## src/sv/assert_macros.svh

```systemverilog
// ----------------------------------------------------------------------------
// assert_macros.svh
// Assertion shorthands shared by the max-tracking FIFO modules.
// Each expects clk and rst_n in the using module.
// ----------------------------------------------------------------------------
`ifndef ASSERT_MACROS_SVH
`define ASSERT_MACROS_SVH

// Condition holds at every edge outside reset
`define ASSERT_ALWAYS(lbl, cond) \
  lbl: assert property (@(posedge clk) disable iff (!rst_n) (cond)) \
    else $error("assertion failed: invariant");

// Antecedent implies consequent in the same cycle
`define ASSERT_IMPL(lbl, ante, cons) \
  lbl: assert property (@(posedge clk) disable iff (!rst_n) (ante) |-> (cons)) \
    else $error("assertion failed: implication");

// Antecedent implies consequent in the next cycle
`define ASSERT_NEXT(lbl, ante, cons) \
  lbl: assert property (@(posedge clk) disable iff (!rst_n) (ante) |=> (cons)) \
    else $error("assertion failed: next-cycle implication");

`endif

```

## src/sv/mtf_pkg.sv

```systemverilog
// ----------------------------------------------------------------------------
// mtf_pkg
// Shared constants, codes and control structs of the max-tracking FIFO.
// ----------------------------------------------------------------------------
package mtf_pkg;

  localparam int QUEUE_DEPTH = 16;
  localparam int CNT_W       = $clog2(QUEUE_DEPTH + 1);
  localparam int ADDR_W      = $clog2(QUEUE_DEPTH);
  localparam int DATA_W      = 32;

  // Input command codes; the unused code acts as a query
  typedef enum logic [1:0] {
    OP_ENQ   = 2'd0,
    OP_DEQ   = 2'd1,
    OP_QUERY = 2'd2
  } op_t;

  // Result status codes
  typedef enum logic [1:0] {
    ST_OK        = 2'd0,
    ST_DEQ_EMPTY = 2'd1,
    ST_ENQ_FULL  = 2'd2
  } status_t;

  // Sequencer states
  typedef enum logic [2:0] {
    S_IDLE,
    S_EXEC,
    S_MV_RD,
    S_MV_WR,
    S_POP_RD,
    S_POP_WR,
    S_RESP
  } state_t;

  // Controller to datapath commands
  typedef struct packed {
    logic load_item;   // latch accepted item, clear per-item result
    logic push_in;     // enqueue onto input stack
    logic rej_full;    // flag enqueue on full
    logic rej_empty;   // flag dequeue on empty
    logic mv_wr;       // push read element onto output stack
    logic pop_wr;      // complete the pop
    logic load_out;    // load result register
  } mtf_cmd_t;

  // Datapath to controller status
  typedef struct packed {
    logic is_enq;
    logic is_deq;
    logic full;
    logic empty;
    logic in_last;     // input stack holds exactly one element
    logic out_empty;
    logic out_slot_free;
  } mtf_sts_t;

endpackage

```

## src/sv/mtf_ram.sv

```systemverilog
// ----------------------------------------------------------------------------
// mtf_ram
// Generic single-write, single-read RAM with registered read data.
// ----------------------------------------------------------------------------
module mtf_ram #(
  parameter  int WIDTH = 32,
  parameter  int DEPTH = 16,
  localparam int AW    = $clog2(DEPTH)
) (
  input  logic             clk,
  input  logic             we,
  input  logic [AW-1:0]    waddr,
  input  logic [WIDTH-1:0] wdata,
  input  logic [AW-1:0]    raddr,
  output logic [WIDTH-1:0] rdata
);

  logic [WIDTH-1:0] mem_r [DEPTH];
  logic [WIDTH-1:0] rdata_r;

  // write port
  always_ff @(posedge clk) begin
    if (we) begin
      mem_r[waddr] <= wdata;
    end
  end

  // registered read port
  always_ff @(posedge clk) begin
    rdata_r <= mem_r[raddr];
  end

  assign rdata = rdata_r;

endmodule

```

## src/sv/mtf_dp.sv

```systemverilog
// ----------------------------------------------------------------------------
// mtf_dp
// Datapath: stack counts, top-of-stack maxima, stack RAMs, result register.
// ----------------------------------------------------------------------------
module mtf_dp
  import mtf_pkg::*;
(
  input  logic                     clk,
  input  logic                     rst_n,
  input  mtf_cmd_t                 cmd,
  output mtf_sts_t                 sts,
  input  logic [1:0]               in_command,
  input  logic signed [DATA_W-1:0] in_value,
  output logic                     out_valid,
  input  logic                     out_ready,
  output logic signed [DATA_W-1:0] out_removed_value,
  output logic signed [DATA_W-1:0] out_current_max,
  output logic                     out_queue_empty,
  output logic [1:0]               out_status
);

  `include "assert_macros.svh"

  // item and per-item result
  logic [1:0]               cmd_r;
  logic signed [DATA_W-1:0] value_r;
  logic signed [DATA_W-1:0] removed_r;
  status_t                  status_r;

  // stack state
  logic [CNT_W-1:0]         in_cnt_r;
  logic [CNT_W-1:0]         out_cnt_r;
  logic signed [DATA_W-1:0] in_top_max_r;
  logic signed [DATA_W-1:0] out_top_max_r;

  // result register
  logic                     out_valid_r;
  logic signed [DATA_W-1:0] out_removed_r;
  logic signed [DATA_W-1:0] out_max_r;
  logic                     out_empty_r;
  status_t                  out_status_r;

  logic [CNT_W-1:0]         in_cnt_dec;
  logic [CNT_W-1:0]         out_cnt_dec;
  logic [CNT_W-1:0]         out_cnt_dec2;
  logic [CNT_W:0]           total;
  logic signed [DATA_W-1:0] push_max;
  logic signed [DATA_W-1:0] mv_data;
  logic signed [DATA_W-1:0] mv_max;
  logic signed [DATA_W-1:0] pop_val;
  logic signed [DATA_W-1:0] pop_max;
  logic signed [DATA_W-1:0] cur_max;
  logic                     q_empty;

  assign in_cnt_dec   = in_cnt_r - CNT_W'(1);
  assign out_cnt_dec  = out_cnt_r - CNT_W'(1);
  assign out_cnt_dec2 = out_cnt_r - CNT_W'(2);
  assign total        = {1'b0, in_cnt_r} + {1'b0, out_cnt_r};

  // running max for a push: first element sets it
  assign push_max = (in_cnt_r == '0 || value_r > in_top_max_r) ? value_r : in_top_max_r;
  assign mv_max   = (out_cnt_r == '0 || mv_data > out_top_max_r) ? mv_data : out_top_max_r;

  // stack RAMs; the input stack's maxima live only in the top register
  mtf_ram #(.WIDTH(DATA_W), .DEPTH(QUEUE_DEPTH)) u_in_val (
    .clk   (clk),
    .we    (cmd.push_in),
    .waddr (in_cnt_r[ADDR_W-1:0]),
    .wdata (value_r),
    .raddr (in_cnt_dec[ADDR_W-1:0]),
    .rdata (mv_data)
  );

  mtf_ram #(.WIDTH(DATA_W), .DEPTH(QUEUE_DEPTH)) u_out_val (
    .clk   (clk),
    .we    (cmd.mv_wr),
    .waddr (out_cnt_r[ADDR_W-1:0]),
    .wdata (mv_data),
    .raddr (out_cnt_dec[ADDR_W-1:0]),
    .rdata (pop_val)
  );

  mtf_ram #(.WIDTH(DATA_W), .DEPTH(QUEUE_DEPTH)) u_out_max (
    .clk   (clk),
    .we    (cmd.mv_wr),
    .waddr (out_cnt_r[ADDR_W-1:0]),
    .wdata (mv_max),
    .raddr (out_cnt_dec2[ADDR_W-1:0]),
    .rdata (pop_max)
  );

  // item latch and per-item result
  always_ff @(posedge clk) begin
    if (cmd.load_item) begin
      cmd_r     <= in_command;
      value_r   <= in_value;
      removed_r <= '0;
      status_r  <= ST_OK;
    end else begin
      if (cmd.rej_full) begin
        status_r <= ST_ENQ_FULL;
      end
      if (cmd.rej_empty) begin
        status_r <= ST_DEQ_EMPTY;
      end
      if (cmd.pop_wr) begin
        removed_r <= pop_val;
      end
    end
  end

  // stack counts
  always_ff @(posedge clk) begin
    if (!rst_n) begin
      in_cnt_r  <= '0;
      out_cnt_r <= '0;
    end else begin
      if (cmd.push_in) begin
        in_cnt_r <= in_cnt_r + CNT_W'(1);
      end
      if (cmd.mv_wr) begin
        in_cnt_r  <= in_cnt_dec;
        out_cnt_r <= out_cnt_r + CNT_W'(1);
      end
      if (cmd.pop_wr) begin
        out_cnt_r <= out_cnt_dec;
      end
    end
  end

  // top-of-stack maxima; only meaningful while the count is nonzero
  always_ff @(posedge clk) begin
    if (cmd.push_in) begin
      in_top_max_r <= push_max;
    end
    if (cmd.mv_wr) begin
      out_top_max_r <= mv_max;
    end
    if (cmd.pop_wr) begin
      out_top_max_r <= pop_max;
    end
  end

  // queue maximum from the two stack tops
  always_comb begin
    if (in_cnt_r != '0 && out_cnt_r != '0) begin
      cur_max = (in_top_max_r > out_top_max_r) ? in_top_max_r : out_top_max_r;
    end else if (in_cnt_r != '0) begin
      cur_max = in_top_max_r;
    end else if (out_cnt_r != '0) begin
      cur_max = out_top_max_r;
    end else begin
      cur_max = '0;
    end
  end

  assign q_empty = (in_cnt_r == '0) && (out_cnt_r == '0);

  // result register valid
  always_ff @(posedge clk) begin
    if (!rst_n) begin
      out_valid_r <= 1'b0;
    end else if (cmd.load_out) begin
      out_valid_r <= 1'b1;
    end else if (out_ready) begin
      out_valid_r <= 1'b0;
    end
  end

  // result register payload
  always_ff @(posedge clk) begin
    if (cmd.load_out) begin
      out_removed_r <= removed_r;
      out_max_r     <= cur_max;
      out_empty_r   <= q_empty;
      out_status_r  <= status_r;
    end
  end

  // status to controller
  assign sts.is_enq        = (cmd_r == OP_ENQ);
  assign sts.is_deq        = (cmd_r == OP_DEQ);
  assign sts.full          = (total >= (CNT_W+1)'(QUEUE_DEPTH));
  assign sts.empty         = q_empty;
  assign sts.in_last       = (in_cnt_r == CNT_W'(1));
  assign sts.out_empty     = (out_cnt_r == '0);
  assign sts.out_slot_free = !out_valid_r || out_ready;

  assign out_valid         = out_valid_r;
  assign out_removed_value = out_removed_r;
  assign out_current_max   = out_max_r;
  assign out_queue_empty   = out_empty_r;
  assign out_status        = out_status_r;

  // never more elements than the queue depth
  `ASSERT_ALWAYS(a_cap, total <= (CNT_W+1)'(QUEUE_DEPTH))
  // a pop removes exactly one element from the output stack
  `ASSERT_NEXT(a_pop, cmd.pop_wr, out_cnt_r == CNT_W'($past(out_cnt_r) - CNT_W'(1)))
  // a loaded result is presented next cycle
  `ASSERT_NEXT(a_load, cmd.load_out, out_valid_r)

endmodule

```

## src/sv/mtf_ctrl.sv

```systemverilog
// ----------------------------------------------------------------------------
// mtf_ctrl
// Sequencer: steps one item through execute, move, pop and respond.
// ----------------------------------------------------------------------------
module mtf_ctrl
  import mtf_pkg::*;
(
  input  logic     clk,
  input  logic     rst_n,
  input  logic     in_valid,
  output logic     in_ready,
  input  mtf_sts_t sts,
  output mtf_cmd_t cmd
);

  `include "assert_macros.svh"

  state_t state_r;
  state_t state_nxt;
  logic   in_fire;

  // accept while idle, or while the result of the last item is handed off
  assign in_ready = (state_r == S_IDLE) || (state_r == S_RESP && sts.out_slot_free);
  assign in_fire  = in_valid && in_ready;

  // state register
  always_ff @(posedge clk) begin
    if (!rst_n) begin
      state_r <= S_IDLE;
    end else begin
      state_r <= state_nxt;
    end
  end

  // next state
  always_comb begin
    state_nxt = state_r;
    case (state_r)
      S_IDLE: begin
        if (in_fire) state_nxt = S_EXEC;
      end
      S_EXEC: begin
        if (sts.is_deq && !sts.empty) begin
          state_nxt = sts.out_empty ? S_MV_RD : S_POP_RD;
        end else begin
          state_nxt = S_RESP;
        end
      end
      S_MV_RD:  state_nxt = S_MV_WR;
      S_MV_WR:  state_nxt = sts.in_last ? S_POP_RD : S_MV_RD;
      S_POP_RD: state_nxt = S_POP_WR;
      S_POP_WR: state_nxt = S_RESP;
      S_RESP: begin
        if (sts.out_slot_free) begin
          state_nxt = in_fire ? S_EXEC : S_IDLE;
        end
      end
      default:  state_nxt = S_IDLE;
    endcase
  end

  // command outputs; read steps only wait out the RAM read latency
  always_comb begin
    cmd           = '0;
    cmd.load_item = in_fire;
    case (state_r)
      S_EXEC: begin
        cmd.push_in   = sts.is_enq && !sts.full;
        cmd.rej_full  = sts.is_enq && sts.full;
        cmd.rej_empty = sts.is_deq && sts.empty;
      end
      S_MV_WR:  cmd.mv_wr    = 1'b1;
      S_POP_WR: cmd.pop_wr   = 1'b1;
      S_RESP:   cmd.load_out = sts.out_slot_free;
      default: begin
      end
    endcase
  end

  // no new item while stacks are being reorganized
  `ASSERT_IMPL(a_busy, state_r == S_MV_RD || state_r == S_MV_WR || state_r == S_POP_WR, !in_ready)
  // a move step always finds an element in the queue
  `ASSERT_IMPL(a_mv, state_r == S_MV_WR, !sts.empty)

endmodule

```

## src/sv/max_tracking_fifo.sv

```systemverilog
// ----------------------------------------------------------------------------
// max_tracking_fifo
// Queue of signed 32-bit values reporting the maximum of its contents.
// ----------------------------------------------------------------------------
// Usage:
//   Input channel (in_valid/in_ready) carries in_command and in_value:
//   enqueue, dequeue oldest, or query. Every accepted item gives one result
//   on the output channel (out_valid/out_ready): the dequeued value, the
//   queue maximum after the operation (0 when empty), an empty flag and a
//   status (ok, dequeue on empty, enqueue on full).
//   Steps from acceptance to out_valid: enqueue, query and rejected operations
//   pass through execute and respond; a dequeue served from the output stack
//   adds a pop read and a pop write step; a dequeue on an empty output stack
//   first moves each element of the input stack across, with a read and a
//   write step per element through the input stack RAM's registered read port.
//   Overlap: the next item is accepted during the respond step of the last one
//   once the output register is free; the moves above add steps, and each
//   element is moved across only once.
//   Reset: both stacks are emptied by clearing their counts; no memory
//   clearing pass, the block is ready right after reset.
//   Stall: a result waits in the output register; the block holds the next
//   item in its respond step until the receiver takes the result.
// ----------------------------------------------------------------------------
module max_tracking_fifo
  import mtf_pkg::*;
(
  input  logic                     clk,
  input  logic                     rst_n,
  input  logic                     in_valid,
  output logic                     in_ready,
  input  logic [1:0]               in_command,
  input  logic signed [DATA_W-1:0] in_value,
  output logic                     out_valid,
  input  logic                     out_ready,
  output logic signed [DATA_W-1:0] out_removed_value,
  output logic signed [DATA_W-1:0] out_current_max,
  output logic                     out_queue_empty,
  output logic [1:0]               out_status
);

  mtf_cmd_t cmd;
  mtf_sts_t sts;

  // sequencer
  mtf_ctrl u_ctrl (
    .clk      (clk),
    .rst_n    (rst_n),
    .in_valid (in_valid),
    .in_ready (in_ready),
    .sts      (sts),
    .cmd      (cmd)
  );

  // stacks and result register
  mtf_dp u_dp (
    .clk               (clk),
    .rst_n             (rst_n),
    .cmd               (cmd),
    .sts               (sts),
    .in_command        (in_command),
    .in_value          (in_value),
    .out_valid         (out_valid),
    .out_ready         (out_ready),
    .out_removed_value (out_removed_value),
    .out_current_max   (out_current_max),
    .out_queue_empty   (out_queue_empty),
    .out_status        (out_status)
  );

endmodule

```

## config.mk

```make
export PLATFORM = sky130hd
export DESIGN_NAME = max_tracking_fifo
export DESIGN_NICKNAME = d
export VERILOG_FILES = /design/src/sv/mtf_pkg.sv /design/src/sv/mtf_ram.sv /design/src/sv/mtf_dp.sv /design/src/sv/mtf_ctrl.sv /design/src/sv/max_tracking_fifo.sv
export VERILOG_INCLUDE_DIRS = /design/src /design/src/sv
export SDC_FILE = /design/constraint.sdc
export NUM_CORES = 2
export LEC_CHECK = 0
export BUFFER_PORTS_ARGS = -buffer_cell sky130_fd_sc_hd__buf_4
export CAP_MARGIN = 25
export CORE_MARGIN = 2
export CORE_UTILIZATION = 62
export DETAILED_ROUTE_END_ITERATION = 10
export GPL_TIMING_DRIVEN = 0
export PLACE_DENSITY_LB_ADDON = 0.25
export SYNTH_ARGS = -nofsm -noshare
export SYNTH_HDL_FRONTEND = slang
export SYNTH_SLANG_ARGS = --single-unit
```

## constraint.sdc

```tcl
create_clock -name clk -period 5.55 [get_ports clk]
set_input_delay 1.11 -clock clk [delete_from_list [all_inputs] [get_ports clk]]
set_output_delay 1.11 -clock clk [all_outputs]
set_load 0.1 [all_outputs]
```

== Word level (Yosys, flattened, before mapping) ==
Memory sizes are Yosys's and may differ from the RTL's. A register that Yosys moved wholly into a read port is not among the register bits.
Cells that the tools add are included.

* $add $sub $neg: 6
* Order comparisons: 4
* Equality and inequality tests: 10
* Muxes and demuxes: 30
* Reduce and logical (&&, ||, !) cells: 28

{| class="wikitable"
|+ Operators by type and width
! cell !! count
|-
| $mux 32 || 7
|-
| $gt 32x32->1 || 3
|-
| $pmux 3 s7 || 1
|-
| $mux 5 || 4
|-
| $mux 3 || 6
|-
| $mux 1 || 12
|-
| $add 5x1->5 const B || 2
|-
| $logic_not 5->1 || 2
|-
| $reduce_bool 5->1 || 2
|-
| $sub 5x1->5 const B || 2
|-
| $eq 3x3->1 const B || 3
|-
| $logic_and 1x1->1 || 8
|-
| $reduce_bool 2->1 || 4
|-
| $add 5x5->6 || 1
|-
| $eq 3x2->1 const B || 2
|-
| $ge 6x5->1 const B || 1
|-
| $eq 5x1->1 const B || 1
|-
| $logic_or 1x1->1 || 4
|-
| $ne 2x1->1 const B || 2
|-
| $reduce_and 2->1 || 2
|-
| $sub 4x2->4 const B || 1
|-
| $eq 3x1->1 const B || 1
|-
| $logic_not 1->1 || 3
|-
| $logic_not 3->1 || 1
|-
| 3 further kinds || 3
|}

* Register bits: 213
* RAM bits: 1536
* Logic and storage cells: 96
* Memories kept: 3

{| class="wikitable"
|+ Memory list
! name !! words !! bits a word !! rd ports !! clocked after memory_dff !! wr ports !! RTL line !! RTL
|-
| u_dp.u_in_val.mem_r || 16 || 32 || 1 || 1 || 1 || mtf_ram.sv:18 || <nowiki>logic [WIDTH-1:0] mem_r [DEPTH];</nowiki>
|-
| u_dp.u_out_max.mem_r || 16 || 32 || 1 || 1 || 1 || mtf_ram.sv:18 ||
|-
| u_dp.u_out_val.mem_r || 16 || 32 || 1 || 1 || 1 || mtf_ram.sv:18 ||
|}

== Logic depth before layout (Yosys ltp) ==
* Word-level depth: 8
* Gate-level depth with buffers: 12

== Cells and area by module ==
From an unflattened synthesis, not the netlist that was laid out.

* Cell total of the unflattened synthesis: 3353
* Area total of the unflattened synthesis: 70357.5 sq um

{| class="wikitable"
|+ Modules (own cells, without submodules)
! module !! instances !! cells an instance !! area an instance (sq um) !! sequential area each (sq um)
|-
| mtf_ram || 3 || 838 || 19854.0 || 16015.4
|-
| mtf_dp || 1 || 806 || 10538.9 || 5855.6
|-
| mtf_ctrl || 1 || 33 || 256.5 || 60.1
|}

== Worst setup path before layout ==
No wires, ideal clock.

* Path type: input to register
* From: input out_ready
* To: register u_dp.cmd_r[0], enable pin
* Setup time: 412 ps
* Data arrival time: 4531 ps
* Data required time: 5138 ps
* Path slack: 607 ps
* Stages on the path: 6
* Cells stage by stage: nand2b_1 nand3_1 a21oi_1 and2_1 clkbuf_1 clkbuf_1

{| class="wikitable"
|+ RTL lines
! what !! RTL line !! RTL
|-
| start: declaration || max_tracking_fifo.sv:34 || <nowiki>input logic out_ready,</nowiki>
|-
| end signal: assignment || mtf_dp.sv:95 || <nowiki>cmd_r <= in_command;</nowiki>
|-
| end: declaration || mtf_dp.sv:25 || <nowiki>logic [1:0] cmd_r;</nowiki>
|}

== Final worst setup path ==
* From: register u_dp.out_cnt_r[0]
* To: register u_dp.u_out_val.rdata_r[30] (netlist: u_dp.u_out_val.rdata[30]), read port of u_dp.u_out_val.mem_r

* Longest elaborated chain between the ends: 1

{| class="wikitable"
|+ Ends and longest elaborated chain
! what !! RTL line !! RTL
|-
| start: declaration || mtf_dp.sv:32 || <nowiki>logic [CNT_W-1:0] out_cnt_r;</nowiki>
|-
| start signal: assignment || mtf_dp.sv:123 || <nowiki>out_cnt_r <= out_cnt_r + CNT_W'(1);</nowiki>
|-
| start signal: assignment || mtf_dp.sv:126 || <nowiki>out_cnt_r <= out_cnt_dec;</nowiki>
|-
| $sub 5x1->5 || mtf_dp.sv:56 || <nowiki>assign out_cnt_dec = out_cnt_r - CNT_W'(1);</nowiki>
|-
| end: declaration || mtf_ram.sv:19 || <nowiki>logic [WIDTH-1:0] rdata_r;</nowiki>
|}

Every way passes these cells.
A chain may end at the register's enable or synchronous reset.

==> impl_metrics.tcl <==
set metrics [dict create \
    status "completed" \
    syn_avg_cell_area_sq_um 22.35 \
    synth_top_area_frac 0.7277 \
    finalNonFillerCells 5211 \
    nNetsFinal 3707 \
    cp-start-kind "flip-flop" \
    skew_ns 0.03378 \
    ctsHtreeMaxLevel 4 \
    seq_area_frac_synth 0.7688 \
    fmax_mhz 180.7 \
    placed_area_sq_mm 0.07516 \
    avgRoutedWirePerCell_um 34.86 \
    setup_ws_ns 0.01745 \
    final_area_sq_mm 0.08145 \
    root_buffer "clkbuf_16" \
    clk_path_buf_depth 3 \
    cts_tree "built" \
    rsz0062_at_grt "false" \
    grt_pass1_wl_um 257900 \
    clkTransAtPathRegs_ns 0.06 \
    rows 123 \
    grt_antenna_before_repair 6 \
    hold_path_class "flip-flop to flip-flop" \
    dp.cells 4854 \
    die_h_um 340.5 \
    top_regs "u_dp.u_in_val.mem_r (512), u_dp.u_out_max.mem_r (512), u_dp.u_out_val.mem_r (512)" \
    crit_fanout 10 \
    synthTopCellsByCount "edfxtp_1 (1,701), mux4_2 (480), dfxtp_1 (144), ha_1 (113), nand2_1 (107)" \
    layout-drive-gt1-share 0.2976 \
    drt_pass1_iterations 5 \
    vias_per_cell 6.853 \
    vias 35709 \
    track_usage 0.3170 \
    irDropWorstVdd_mv 0.3098 \
    fin_crit_ns 5.533 \
    grt_overflow 0 \
    fillers 6067 \
    die-area_sq_mm 0.1159 \
    grt_pass1_vias 36389 \
    slew_viol_final 0 \
    post-route-period-util 0.9969 \
    ys.warnings.count 0 \
    worstSetupPathType "flip-flop to flip-flop" \
    drtAntennaViolNets 0 \
    setup_viol 0 \
    start_util 0.6248 \
    pwr_density_cell_mw_per_mm2 442.2 \
    synth_seq_cells 1845 \
    synthesis.area_sq_mm 0.07019 \
    arrival_ns 6.18 \
    dp_hpwl_um 113500 \
    syn-num-nets 3291 \
    ys.flop_type "edfxtp_1" \
    routed_wl_um 181600 \
    gp_congestion 0.8791 \
    p_leak_nw 26.27 \
    tightest_slew_ns 1.149 \
    hold_viol_final 0 \
    drc 0 \
    clock-sinks 1845 \
    dp_slack_ns -0.2610 \
    area_delta_synth_final_pct 16.04 \
    ios 107 \
    yosysMostFrequentCell "edfxtp_1" \
    maxSlewHeadroom 0.2332 \
    synth_area_leaders "edfxtp_1 (73%), mux4_2 (15%), dfxtp_1 (4.1%), ha_1 (2.0%), mux2_4 (0.66%)" \
    end_kind "flip-flop" \
    synth_top_area_cell "edfxtp_1" \
    hold_buffers 0 \
    maxCapViolCount 0 \
    synthCells 3140 \
    drt_iter0_drc 5462 \
    cts_buffers 176 \
    numPortBuffers 106 \
    fp.dieW_um 340.5 \
    required_ns 6.20 \
    coreArea_sq_mm 0.1123 \
    ys_types 50 \
    synth_edf_count 1701 \
    grt_max_degree 37 \
    async_flop_share 0 \
    clk_latency_ns 0.80 \
]
==> area by class of cell <==
cell class,instances,area (sq um),share of cell area
buffer,136,555.5,0.006821
multi-input combinational,1082,15640,0.1920
clock buffer,243,5014,0.06156
inverter,76,285.3,0.003503
tap,1500,1877,0.02304
antenna,1,2.502,0.00003072
timing repair buffer,239,3276,0.04022
sequential,1845,53960,0.6625
clock inverter,89,837.1,0.01028
==> final timing paths <==
kind,start,end,slack [ns],cells after the start
worst max-delay path,u_dp.out_cnt_r[0],u_dp.u_out_val.rdata[30],0.02,9
worst min-delay path,u_dp.removed_r[3],u_dp.out_removed_value[3],0.43,0
worst max register to register,u_dp.out_cnt_r[0],u_dp.u_out_val.rdata[30],0.02,9
worst min register to register,u_dp.removed_r[3],u_dp.out_removed_value[3],0.43,0
==> per-stage QoR <==
stage	setup TNS, ns	hold slack (ns)	utilization	total power, mW
finish	0	0.4322	0.7250	36.01
global route	0	0.4313	0.7249	36.92
CTS	0	0.4287	0.7212	35.78
detailed placement	-5.910	0.4145	0.6690	23.82
global placement	-3684.17	0.4134	0.6486	23.35
floorplan	0	0.4081	-	21.40
==> cell usage in the layout, fill, tap and decap left out, types with 4 or more instances in the layout <==
master	instances
xnor2_1	8
inv_1	75
mux2_4	31
clkbuf_1	132
clkbuf_8	23
a31oi_1	4
nor2_4	27
edfxtp_1	1701
clkinvlp_4	11
clkinv_2	32
nand2_1	107
buf_8	39
dfxtp_1	144
clkbuf_16	182
o21ai_0	19
nor3_1	10
xor2_1	4
mux2_2	33
buf_12	46
nor3_2	4
bufinv_16	12
nor2_1	18
clkinv_1	24
ha_1	113
a22o_1	32
a21oi_1	73
nand3_1	9
nand4_1	21
buf_1	31
nand2b_1	8
buf_6	23
or3_1	4
a21o_1	22
nor2b_1	7
o21a_1	6
mux4_2	480
buf_16	27
clkinv_8	6
buf_4	106
clkbuf_2	4
==> critical path, stage by stage, from the launching register on <==
cell and delay [ns]:
dfxtp_1 0.37, clkbuf_1 0.75, clkbuf_2 0.54, clkdlybuf4s15_1 0.77, inv_1 0.25, ha_1 0.51
clkbuf_1 0.43, clkdlybuf4s15_1 0.82, mux4_2 0.43, mux4_2 0.50
==> kinds of logic after synthesis <==
group           Yosys count  synth area share
xor+xnor                 12          0.001497
compound gates          175           0.01622
simple gates            238           0.01569
flops                  1845            0.7688
mux                     544            0.1659
buf+inv                 213           0.01173
fa+ha+maj               113           0.02014
==> repair_timing <==
action,4_1_cts,5_1_grt
endpoints found under the setup margin,64,29
setup buffers,0,0
pin swaps,0,0
resized for setup,5,2
==> routing by layer <==
metal / global-route usage / up-vias / share of wire
met5: 0 / - / 0.00016
met4: 0.1343 / 4 / 0.042
met3: 0.06931 / 444 / 0.11
met1: 0.4300 / 18669 / 0.35
met2: 0.5074 / 2652 / 0.49
li1: - / 13940 / -
==> power by group <==
part           leakage (nW)  switching, mW  internal, mW  total [mW]
combinational          6.89           3.27          2.37        5.65
clock                  2.85           5.17          6.90        12.1
sequential             16.5           1.15          17.2        18.3
total                  26.3           9.59          26.4        36.0
(Power assumes the default switching activity.)
